--- src/rtl/mbbgc_pkg.sv ---
// Shared types and constants for the mappable-base GC binner.
package mbbgc_pkg;

	localparam int unsigned CNT_W   = 21;
	localparam int unsigned COV_W   = 28;
	localparam int unsigned POS_W   = 32;
	localparam int unsigned PCT_W   = 7;
	localparam int unsigned STEP_W  = 3;
	localparam int unsigned QDEPTH  = 4;
	localparam int unsigned QPTR_W  = 2;
	localparam int unsigned QCNT_W  = 3;

	localparam logic [COV_W-1:0] COV_MAX     = {COV_W{1'b1}};
	localparam logic [COV_W-1:0] PCT_SCALE   = COV_W'(100);
	localparam logic [CNT_W-1:0] BIN_SIZE_RST = CNT_W'(100);
	localparam logic [STEP_W-1:0] STEP_TOP   = STEP_W'(PCT_W - 1);

	localparam logic [7:0] CH_A_UP = 8'h41;
	localparam logic [7:0] CH_C_UP = 8'h43;
	localparam logic [7:0] CH_G_UP = 8'h47;
	localparam logic [7:0] CH_T_UP = 8'h54;
	localparam logic [7:0] CH_A_LO = 8'h61;
	localparam logic [7:0] CH_C_LO = 8'h63;
	localparam logic [7:0] CH_G_LO = 8'h67;
	localparam logic [7:0] CH_T_LO = 8'h74;

	typedef struct packed {
		logic [POS_W-1:0] bin_start;
		logic [POS_W-1:0] bin_end;
		logic [COV_W-1:0] coverage_sum;
		logic [CNT_W-1:0] mappable_count;
		logic [CNT_W-1:0] gc_count;
		logic [CNT_W-1:0] acgt_count;
		logic             is_partial;
	} bin_rec_t;

endpackage

--- src/rtl/mbbgc_front.sv ---
// Front end: accepts bases, keeps the running bin and pushes closed bins.
module mbbgc_front #(
	parameter int unsigned MAX_BIN_SIZE  = 1048576,
	parameter int unsigned POSITION_BITS = 32
) (
	input  logic                            clk,
	input  logic                            arst_n,
	input  logic                            accept,
	input  logic                            is_mappable,
	input  logic [7:0]                      coverage,
	input  logic [7:0]                      base_code,
	input  logic                            last_of_sequence,
	input  logic                            bin_size_wr_en,
	input  logic [mbbgc_pkg::CNT_W-1:0]     bin_size,
	output logic                            push,
	output mbbgc_pkg::bin_rec_t             push_rec
);

	logic [POSITION_BITS-1:0]          pos_q;
	logic [POSITION_BITS-1:0]          start_q;
	logic [POSITION_BITS-1:0]          end_pos;
	logic [mbbgc_pkg::CNT_W-1:0]       bin_size_q;
	logic [mbbgc_pkg::CNT_W-1:0]       eff_size;
	logic [mbbgc_pkg::CNT_W-1:0]       cnt_q, cnt_n;
	logic [mbbgc_pkg::CNT_W-1:0]       gc_q, gc_n;
	logic [mbbgc_pkg::CNT_W-1:0]       acgt_q, acgt_n;
	logic [mbbgc_pkg::COV_W-1:0]       cov_q, cov_n;
	logic [mbbgc_pkg::COV_W:0]         cov_add;
	logic                              is_at, is_gc;
	logic                              bin_full, bin_part;

	always_comb begin
		if (bin_size_q == '0) begin
			eff_size = mbbgc_pkg::CNT_W'(1);
		end else if (32'(bin_size_q) > 32'(MAX_BIN_SIZE)) begin
			eff_size = mbbgc_pkg::CNT_W'(MAX_BIN_SIZE);
		end else begin
			eff_size = bin_size_q;
		end
	end

	assign is_at = (base_code == mbbgc_pkg::CH_A_UP) || (base_code == mbbgc_pkg::CH_A_LO) ||
		(base_code == mbbgc_pkg::CH_T_UP) || (base_code == mbbgc_pkg::CH_T_LO);
	assign is_gc = (base_code == mbbgc_pkg::CH_C_UP) || (base_code == mbbgc_pkg::CH_C_LO) ||
		(base_code == mbbgc_pkg::CH_G_UP) || (base_code == mbbgc_pkg::CH_G_LO);

	assign cov_add = {1'b0, cov_q} + (mbbgc_pkg::COV_W+1)'(coverage);
	assign end_pos = pos_q + POSITION_BITS'(1);

	always_comb begin
		cnt_n  = cnt_q;
		gc_n   = gc_q;
		acgt_n = acgt_q;
		cov_n  = cov_q;
		if (is_mappable) begin
			// saturate the coverage sum
			cov_n = cov_add[mbbgc_pkg::COV_W] ? mbbgc_pkg::COV_MAX
				: cov_add[mbbgc_pkg::COV_W-1:0];
			cnt_n = cnt_q + mbbgc_pkg::CNT_W'(1);
			if (is_at || is_gc) begin
				acgt_n = acgt_q + mbbgc_pkg::CNT_W'(1);
			end
			if (is_gc) begin
				gc_n = gc_q + mbbgc_pkg::CNT_W'(1);
			end
		end
	end

	assign bin_full = (cnt_n == eff_size);
	assign bin_part = !bin_full && last_of_sequence && (cnt_n != '0);
	assign push     = accept && (bin_full || bin_part);

	always_comb begin
		push_rec.bin_start      = mbbgc_pkg::POS_W'(start_q);
		push_rec.bin_end        = mbbgc_pkg::POS_W'(end_pos);
		push_rec.coverage_sum   = cov_n;
		push_rec.mappable_count = cnt_n;
		push_rec.gc_count       = gc_n;
		push_rec.acgt_count     = acgt_n;
		push_rec.is_partial     = bin_part;
	end

	always_ff @(posedge clk or negedge arst_n) begin
		if (!arst_n) begin
			bin_size_q <= mbbgc_pkg::BIN_SIZE_RST;
		end else if (bin_size_wr_en) begin
			bin_size_q <= bin_size;
		end
	end

	always_ff @(posedge clk or negedge arst_n) begin
		if (!arst_n) begin
			pos_q   <= '0;
			start_q <= '0;
			cnt_q   <= '0;
			gc_q    <= '0;
			acgt_q  <= '0;
			cov_q   <= '0;
		end else if (accept) begin
			if (last_of_sequence) begin
				// restart the sequence
				pos_q   <= '0;
				start_q <= '0;
				cnt_q   <= '0;
				gc_q    <= '0;
				acgt_q  <= '0;
				cov_q   <= '0;
			end else if (bin_full) begin
				pos_q   <= end_pos;
				start_q <= end_pos;
				cnt_q   <= '0;
				gc_q    <= '0;
				acgt_q  <= '0;
				cov_q   <= '0;
			end else begin
				pos_q  <= end_pos;
				cnt_q  <= cnt_n;
				gc_q   <= gc_n;
				acgt_q <= acgt_n;
				cov_q  <= cov_n;
			end
		end
	end

endmodule

--- src/rtl/mbbgc_queue.sv ---
// Short queue of closed bins between the front and back ends.
module mbbgc_queue (
	input  logic                 clk,
	input  logic                 arst_n,
	input  logic                 push,
	input  mbbgc_pkg::bin_rec_t  push_rec,
	output logic                 full,
	input  logic                 pop,
	output logic                 not_empty,
	output mbbgc_pkg::bin_rec_t  pop_rec
);

	mbbgc_pkg::bin_rec_t              mem_q [mbbgc_pkg::QDEPTH];
	logic [mbbgc_pkg::QPTR_W-1:0]     wr_ptr_q, rd_ptr_q;
	logic [mbbgc_pkg::QCNT_W-1:0]     count_q;

	assign full      = (count_q == mbbgc_pkg::QCNT_W'(mbbgc_pkg::QDEPTH));
	assign not_empty = (count_q != '0);
	assign pop_rec   = mem_q[rd_ptr_q];

	always_ff @(posedge clk) begin
		if (push) begin
			mem_q[wr_ptr_q] <= push_rec;
		end
	end

	always_ff @(posedge clk or negedge arst_n) begin
		if (!arst_n) begin
			wr_ptr_q <= '0;
			rd_ptr_q <= '0;
			count_q  <= '0;
		end else begin
			if (push) begin
				wr_ptr_q <= wr_ptr_q + mbbgc_pkg::QPTR_W'(1);
			end
			if (pop) begin
				rd_ptr_q <= rd_ptr_q + mbbgc_pkg::QPTR_W'(1);
			end
			if (push && !pop) begin
				count_q <= count_q + mbbgc_pkg::QCNT_W'(1);
			end else if (pop && !push) begin
				count_q <= count_q - mbbgc_pkg::QCNT_W'(1);
			end
		end
	end

endmodule

--- src/rtl/mbbgc_back.sv ---
// Back end: computes GC percent with a bit-serial divider and drives results.
module mbbgc_back (
	input  logic                          clk,
	input  logic                          arst_n,
	input  logic                          q_not_empty,
	input  mbbgc_pkg::bin_rec_t           q_rec,
	output logic                          q_pop,
	output logic                          out_valid,
	input  logic                          out_stall,
	output logic [mbbgc_pkg::POS_W-1:0]   bin_start,
	output logic [mbbgc_pkg::POS_W-1:0]   bin_end,
	output logic [mbbgc_pkg::COV_W-1:0]   coverage_sum,
	output logic [mbbgc_pkg::CNT_W-1:0]   mappable_count,
	output logic [mbbgc_pkg::PCT_W-1:0]   gc_percent,
	output logic                          no_acgt,
	output logic                          is_partial
);

	typedef enum logic [3:0] {
		S_IDLE = 4'b0001,
		S_MUL  = 4'b0010,
		S_DIV  = 4'b0100,
		S_WAIT = 4'b1000
	} state_t;

	state_t                            state_q;
	mbbgc_pkg::bin_rec_t               rec_q;
	logic [mbbgc_pkg::COV_W-1:0]       rem_q;
	logic [mbbgc_pkg::COV_W-1:0]       dshift;
	logic [mbbgc_pkg::PCT_W-1:0]       quo_q;
	logic [mbbgc_pkg::STEP_W-1:0]      step_q;
	logic                              out_free;
	logic                              load_out;
	logic                              none;

	assign out_free = !out_valid || !out_stall;
	assign load_out = (state_q == S_WAIT) && out_free;
	assign q_pop    = (state_q == S_IDLE) && q_not_empty;
	assign dshift   = mbbgc_pkg::COV_W'(rec_q.acgt_count) << step_q;
	assign none     = (rec_q.acgt_count == '0);

	always_ff @(posedge clk or negedge arst_n) begin
		if (!arst_n) begin
			state_q <= S_IDLE;
		end else begin
			unique case (state_q)
				S_IDLE: if (q_not_empty) state_q <= S_MUL;
				S_MUL:  state_q <= S_DIV;
				S_DIV:  if (step_q == '0) state_q <= S_WAIT;
				S_WAIT: if (out_free) state_q <= S_IDLE;
				default: state_q <= S_IDLE;
			endcase
		end
	end

	always_ff @(posedge clk) begin
		unique case (state_q)
			S_IDLE: begin
				if (q_not_empty) begin
					rec_q <= q_rec;
				end
			end
			S_MUL: begin
				rem_q  <= mbbgc_pkg::COV_W'(rec_q.gc_count) * mbbgc_pkg::PCT_SCALE;
				quo_q  <= '0;
				step_q <= mbbgc_pkg::STEP_TOP;
			end
			S_DIV: begin
				// one quotient bit per cycle, restoring
				if (rem_q >= dshift) begin
					rem_q         <= rem_q - dshift;
					quo_q[step_q] <= 1'b1;
				end
				if (step_q != '0) begin
					step_q <= step_q - mbbgc_pkg::STEP_W'(1);
				end
			end
			S_WAIT: begin
			end
			default: begin
			end
		endcase
	end

	always_ff @(posedge clk) begin
		if (load_out) begin
			bin_start      <= rec_q.bin_start;
			bin_end        <= rec_q.bin_end;
			coverage_sum   <= rec_q.coverage_sum;
			mappable_count <= rec_q.mappable_count;
			gc_percent     <= none ? '0 : quo_q;
			no_acgt        <= none;
			is_partial     <= rec_q.is_partial;
		end
	end

	always_ff @(posedge clk or negedge arst_n) begin
		if (!arst_n) begin
			out_valid <= 1'b0;
		end else if (load_out) begin
			out_valid <= 1'b1;
		end else if (!out_stall) begin
			out_valid <= 1'b0;
		end
	end

endmodule

--- src/rtl/mappable_base_binner_gc.sv ---
// A closing bin passes the bin queue and the back end's idle, multiply, divide and wait
// states to the output registers. Throughput: one base per cycle while the 4-entry bin
// queue has room; the back end, with a 7-step bit-serial GC percent divider, takes a
// new bin only after its wait state. With bin_size 1 each mappable base closes a bin.
// Reset (arst_n low, asynchronous): position and bin counters clear, queue empties,
// bin_size returns to 100, out_valid drops.
module mappable_base_binner_gc #(
	parameter int unsigned MAX_BIN_SIZE  = 1048576,
	parameter int unsigned POSITION_BITS = 32
) (
	input  logic                          clk,
	input  logic                          arst_n,
	input  logic                          in_valid,
	output logic                          in_stall,
	input  logic                          is_mappable,
	input  logic [7:0]                    coverage,
	input  logic [7:0]                    base_code,
	input  logic                          last_of_sequence,
	input  logic                          bin_size_wr_en,
	input  logic [mbbgc_pkg::CNT_W-1:0]   bin_size,
	output logic                          out_valid,
	input  logic                          out_stall,
	output logic [mbbgc_pkg::POS_W-1:0]   bin_start,
	output logic [mbbgc_pkg::POS_W-1:0]   bin_end,
	output logic [mbbgc_pkg::COV_W-1:0]   coverage_sum,
	output logic [mbbgc_pkg::CNT_W-1:0]   mappable_count,
	output logic [mbbgc_pkg::PCT_W-1:0]   gc_percent,
	output logic                          no_acgt,
	output logic                          is_partial
);

	logic                 accept;
	logic                 push;
	logic                 q_full;
	logic                 q_not_empty;
	logic                 q_pop;
	mbbgc_pkg::bin_rec_t  push_rec;
	mbbgc_pkg::bin_rec_t  pop_rec;

	assign in_stall = q_full;
	assign accept   = in_valid && !q_full;

	mbbgc_front #(
		.MAX_BIN_SIZE  (MAX_BIN_SIZE),
		.POSITION_BITS (POSITION_BITS)
	) u_front (
		.clk              (clk),
		.arst_n           (arst_n),
		.accept           (accept),
		.is_mappable      (is_mappable),
		.coverage         (coverage),
		.base_code        (base_code),
		.last_of_sequence (last_of_sequence),
		.bin_size_wr_en   (bin_size_wr_en),
		.bin_size         (bin_size),
		.push             (push),
		.push_rec         (push_rec)
	);

	mbbgc_queue u_queue (
		.clk       (clk),
		.arst_n    (arst_n),
		.push      (push),
		.push_rec  (push_rec),
		.full      (q_full),
		.pop       (q_pop),
		.not_empty (q_not_empty),
		.pop_rec   (pop_rec)
	);

	mbbgc_back u_back (
		.clk            (clk),
		.arst_n         (arst_n),
		.q_not_empty    (q_not_empty),
		.q_rec          (pop_rec),
		.q_pop          (q_pop),
		.out_valid      (out_valid),
		.out_stall      (out_stall),
		.bin_start      (bin_start),
		.bin_end        (bin_end),
		.coverage_sum   (coverage_sum),
		.mappable_count (mappable_count),
		.gc_percent     (gc_percent),
		.no_acgt        (no_acgt),
		.is_partial     (is_partial)
	);

endmodule
--- config.mk ---
export PLATFORM = sky130hd
export DESIGN_NAME = mappable_base_binner_gc
export DESIGN_NICKNAME = d
export VERILOG_FILES = /design/src/rtl/mbbgc_pkg.sv /design/src/rtl/mbbgc_front.sv /design/src/rtl/mbbgc_queue.sv /design/src/rtl/mbbgc_back.sv /design/src/rtl/mappable_base_binner_gc.sv
export SDC_FILE = /design/constraint.sdc
export NUM_CORES = 1
export LEC_CHECK = 0
export BUFFER_PORTS_ARGS = -buffer_cell sky130_fd_sc_hd__buf_2
export CAP_MARGIN = 20
export CORE_MARGIN = 3
export CORE_UTILIZATION = 40
export DETAILED_ROUTE_END_ITERATION = 8
export PLACE_DENSITY_LB_ADDON = 0.15
export RECOVER_POWER = 100
export REMOVE_ABC_BUFFERS = 1
export SYNTH_ARGS = -nofsm -noshare
export SYNTH_HDL_FRONTEND = slang
export SYNTH_SLANG_ARGS = --single-unit
--- constraint.sdc ---
create_clock -name clk -period 8.7 [get_ports clk]
set_clock_uncertainty 0.1 [all_clocks]
set_input_delay 1.74 -clock clk [delete_from_list [all_inputs] [get_ports clk]]
set_output_delay 1.74 -clock clk [all_outputs]
set_load 0.05 [all_outputs]
==> results.md <==
* Status: complete, but fails checks
* Failing checks: capacitance limit, slew limit
* Vias per cell at 5.36
* Initial antenna violation count at 3
* Die X at 352 µm
* Routability cong. at 0.848
* Largest net degree at the start of global routing at 142
* Synth Area per Inst at 15.8 µm²
* Most frequent CP cell: buf_4
* Worst-margin pin slew at 4.18 ns
* Final Hold Viols at 0
* Crit path DAT at 7.55 ns
* Synthesized instance count at 3,019
* Data required, critical path at 8.90 ns
* Clk buf depth at 3
* Die span in y at 352 µm
* DPL Wire Length at 63,400 µm
* Power Total at 18.4 mW
* Buffers added on ports at 166
* CP Capture Type: flop
* Post-synthesis simple-gate area fraction at 7.16%
* RSZ-0062 raised after global routing: no
* Pleak at 20.3 nW
* Final Max Slew Viols at 702
* CTS Hold Bufs at 0
* Slew HR at -179%
* Setup tns final at 0 ns
* Post-CTS Setup Bufs at 0
* Netlist cell types at 88
* Fin crit period at 7.35 ns
* Synth warnings at 0
* Seq cells post-synth at 1,128
* Main combinational cell family by area after synthesis: multiplexers
* First-pass GRT wire length at 162,000 µm
* Maximum clock frequency at 136 MHz
* Antenna-violating nets left at 0
* Power Density at 341 mW/mm²
* Final #Nets at 3,392
* Root Buffer Master: clkbuf_16
* Number of flops mapped to enable cells by yosys at 940
* Layout cells sized above 1 at 13.6%
* P&R area growth vs syn at 13.2%
* Core ar. at 0.118 mm²
* WP buf/inv at 3
* Worst path top cell family by delay: buffers and inverters
* Final WL at 104,000 µm
* Syn Std Cell Area at 0.0478 mm²
* Synthesized-area fraction occupied by xor and xnor cells at 2.92%
* DRC viols at 0
* Share of synthesized registers carrying an async set or reset at 16.7%
* Post-synthesis mux area share at 9.28%
* Starting Density at 40.4%
* Complex-gate fraction of the synthesized area at 5.75%
* 1st-pass router iterations at 5
* Vias in the first global route at 27,100
* IR Drop Worst-Case VDD at 204 µV
* Placed cells at 4,631
* Synth Area in Adders at 3.78%
* CTS buffer count at 117
* Sequential area share after synthesis at 69.0%
* CTS tree: built
* Non-Filler Instances at 4,856
* Kind of critical path: primary input to flop
* Clk_lat worst skew at 0.71 ns
* Clock transition at path regs at 0.06 ns
* WL per Instance at 21.4 µm
* Max Cap Viol at 14
* Post-CTS Resized at 0
* Placement Rows at 126
* Overall global routing resource usage at 16.9%
* Die area at 0.124 mm²
* Ports at 168
* Worst Hold Slack at 0.309 ns
* H-tree levels at 3
* Setup violations, final at 0
* Worst Path Max Fanout at 68
* CTS sink count at 1,128
* Initial drt markers at 1,625
* Startpoint types: primary input
* Class of the worst hold path: flop to flop
* Period utilization at 84.5%
* Critical Path, Cell by Cell: clkbuf_1, nand4_2, or3_1, xnor2_1, o32a_1, o2111ai_1, a2111o_1, or4_2, buf_4, a21oi_2, and2_4, buf_4
* DR vias at 26,000
* Critical path's largest stage delay at 0.90 ns
* Slowest cell on crit path: clkbuf_1
* Grt total ovfl at 0
* Synth Flop Type: edfxtp_1
[through the flow]
| step | setup slack (ns) | cell area, µm² | utilization, % |
|---|---|---|---|
| 2_1_floorplan | -9.11 | 47200 | - |
| 3_3_place_gp | 1.26 | 50400 | 42.7 |
| 3_5_place_dp | 1.16 | 50500 | 42.7 |
| 4_1_cts | 1.91 | 54400 | 46.0 |
| 5_1_grt | 0.912 | 54100 | 45.7 |
| 6_report | 1.35 | 54100 | 45.7 |
[path summary, 6_finish.rpt]
kind	startpoint	cells after the start	slack [ns]	to
worst min-delay path	u_back.rec_q[43]$_DFFE_PP_	0	0.31	u_back.mappable_count[0]$_DFFE_PP_
worst min register to register	u_back.rec_q[43]$_DFFE_PP_	0	0.31	u_back.mappable_count[0]$_DFFE_PP_
min in group asynchronous	arst_n	1	2.07	u_front.start_q[30]$_DFFE_PN0P_
max in group asynchronous	arst_n	2	4.38	u_front.gc_q[1]$_DFFE_PN0P_
worst max-delay path	is_mappable	12	1.35	u_queue.mem_q[1][31]$_DFFE_PP_
worst max register to register	u_queue.count_q[0]$_DFFE_PN0P_	7	1.67	u_queue.rd_ptr_q[1]$_DFFE_PN0P_
[cell type report]
class                   instances  area (µm²)
flip-flops and latches       1128       32900
multi-input cells            1634       13800
well taps                    1536        1920
clock buffers                 170        3300
clock inverters                53         611
fillers                     10300       64200
diodes                          1        2.50
repair buffers                204         977
inverters                     130         488
[power breakdown]
| part | internal [mW] | switching (mW) |
|---|---|---|
| Combinational | 2.44 | 3.41 |
| Sequential | 7.13 | 0.455 |
| Clock | 2.94 | 2.07 |
[synthesized netlist by cell type, types with 5 or more instances]
library cell	instances	share of area, %
edfxtp_1	940	59
nand2_1	273	2.1
dfrtp_1	184	9.6
mux4_2	169	8.0
inv_1	129	1.0
nor2_1	117	0.92
ha_1	114	3.0
nand3_1	93	0.97
a21oi_1	92	0.96
o21ai_0	91	0.95
xnor2_1	90	1.7
clkbuf_1	78	0.61
xor2_1	62	1.1
a22o_1	47	0.86
and3_1	34	0.45
o211ai_1	32	0.50
buf_1	30	0.24
mux2i_1	30	0.63
nand4_1	30	0.39
mux2_2	29	0.68
a21o_1	28	0.44
nor2b_1	25	0.33
nor3_1	24	0.25
and4_1	19	0.35
fa_1	19	0.80
nor4_1	18	0.24
a31oi_1	15	0.20
nand2b_1	15	0.20
o21a_1	14	0.22
o31ai_1	14	0.22
and2_1	12	0.16
buf_2	12	0.13
a211oi_1	10	0.16
o21bai_1	9	0.14
or3_1	9	0.12
nor3b_1	7	0.11
o22ai_1	7	0.092
buf_6	6	0.14
nand3b_1	5	0.079
o32ai_1	5	0.092
[per-layer routing]
| metal | global-route usage [%] | wire [µm] | vias up |
|---|---|---|---|
| met4 | 4.19 | 1900 | 0 |
| li1 | - | - | 12000 |
| met3 | 2.64 | 4380 | 133 |
| met2 | 28.2 | 50400 | 547 |
| met1 | 23.4 | 47300 | 13400 |
| met5 | 0 | 0 | - |
[flip-flops by register name, summed over array words and instances, names as in the netlist, 2 cells and up]
signal and cells:
u_queue.mem_q 624, u_back.rec_q 156, u_back.bin_end 32, u_back.bin_start 32
u_front.pos_q 32, u_front.start_q 32, u_back.coverage_sum 28, u_back.rem_q 28
u_front.cov_q 28, u_back.mappable_count 21, u_front.acgt_q 21, u_front.bin_size_q 21
u_front.cnt_q 21, u_front.gc_q 21, u_back.gc_percent 7, u_back.quo_q 7
u_back.state_q 4, u_back.step_q 3, u_queue.count_q 3, u_queue.rd_ptr_q 2
u_queue.wr_ptr_q 2
[placed cells by master (no fill, tap or decap), types with 15 or more instances in the layout]
cell,n
mux4_2,169
inv_1,129
nand3_1,93
o21ai_0,95
fa_1,19
clkbuf_1,183
nor2_1,117
edfxtp_1,940
nand4_1,30
mux2_2,26
and3_1,34
buf_2,37
dfrtp_1,183
nand2_1,273
a22o_1,47
a21oi_1,92
clkinv_2,19
and4_1,19
clkbuf_16,119
a21o_1,28
xor2_1,62
o211ai_1,32
nand2b_1,15
xnor2_1,90
nor2b_1,24
mux2i_1,30
nor4_1,17
a31oi_1,15
nor3_1,25
ha_1,114
[logic make-up after synthesis]
group                      count (synthesis)
DFF                                     1128
xor gates and xnor gates                 155
adders and majority gates                133
buffers and inverters                    257
muxes                                    228
AOI/OAI and AO/OA                        414
and+or+nand+nor                          704
Note: power is estimated with default switching activity, not from simulation.
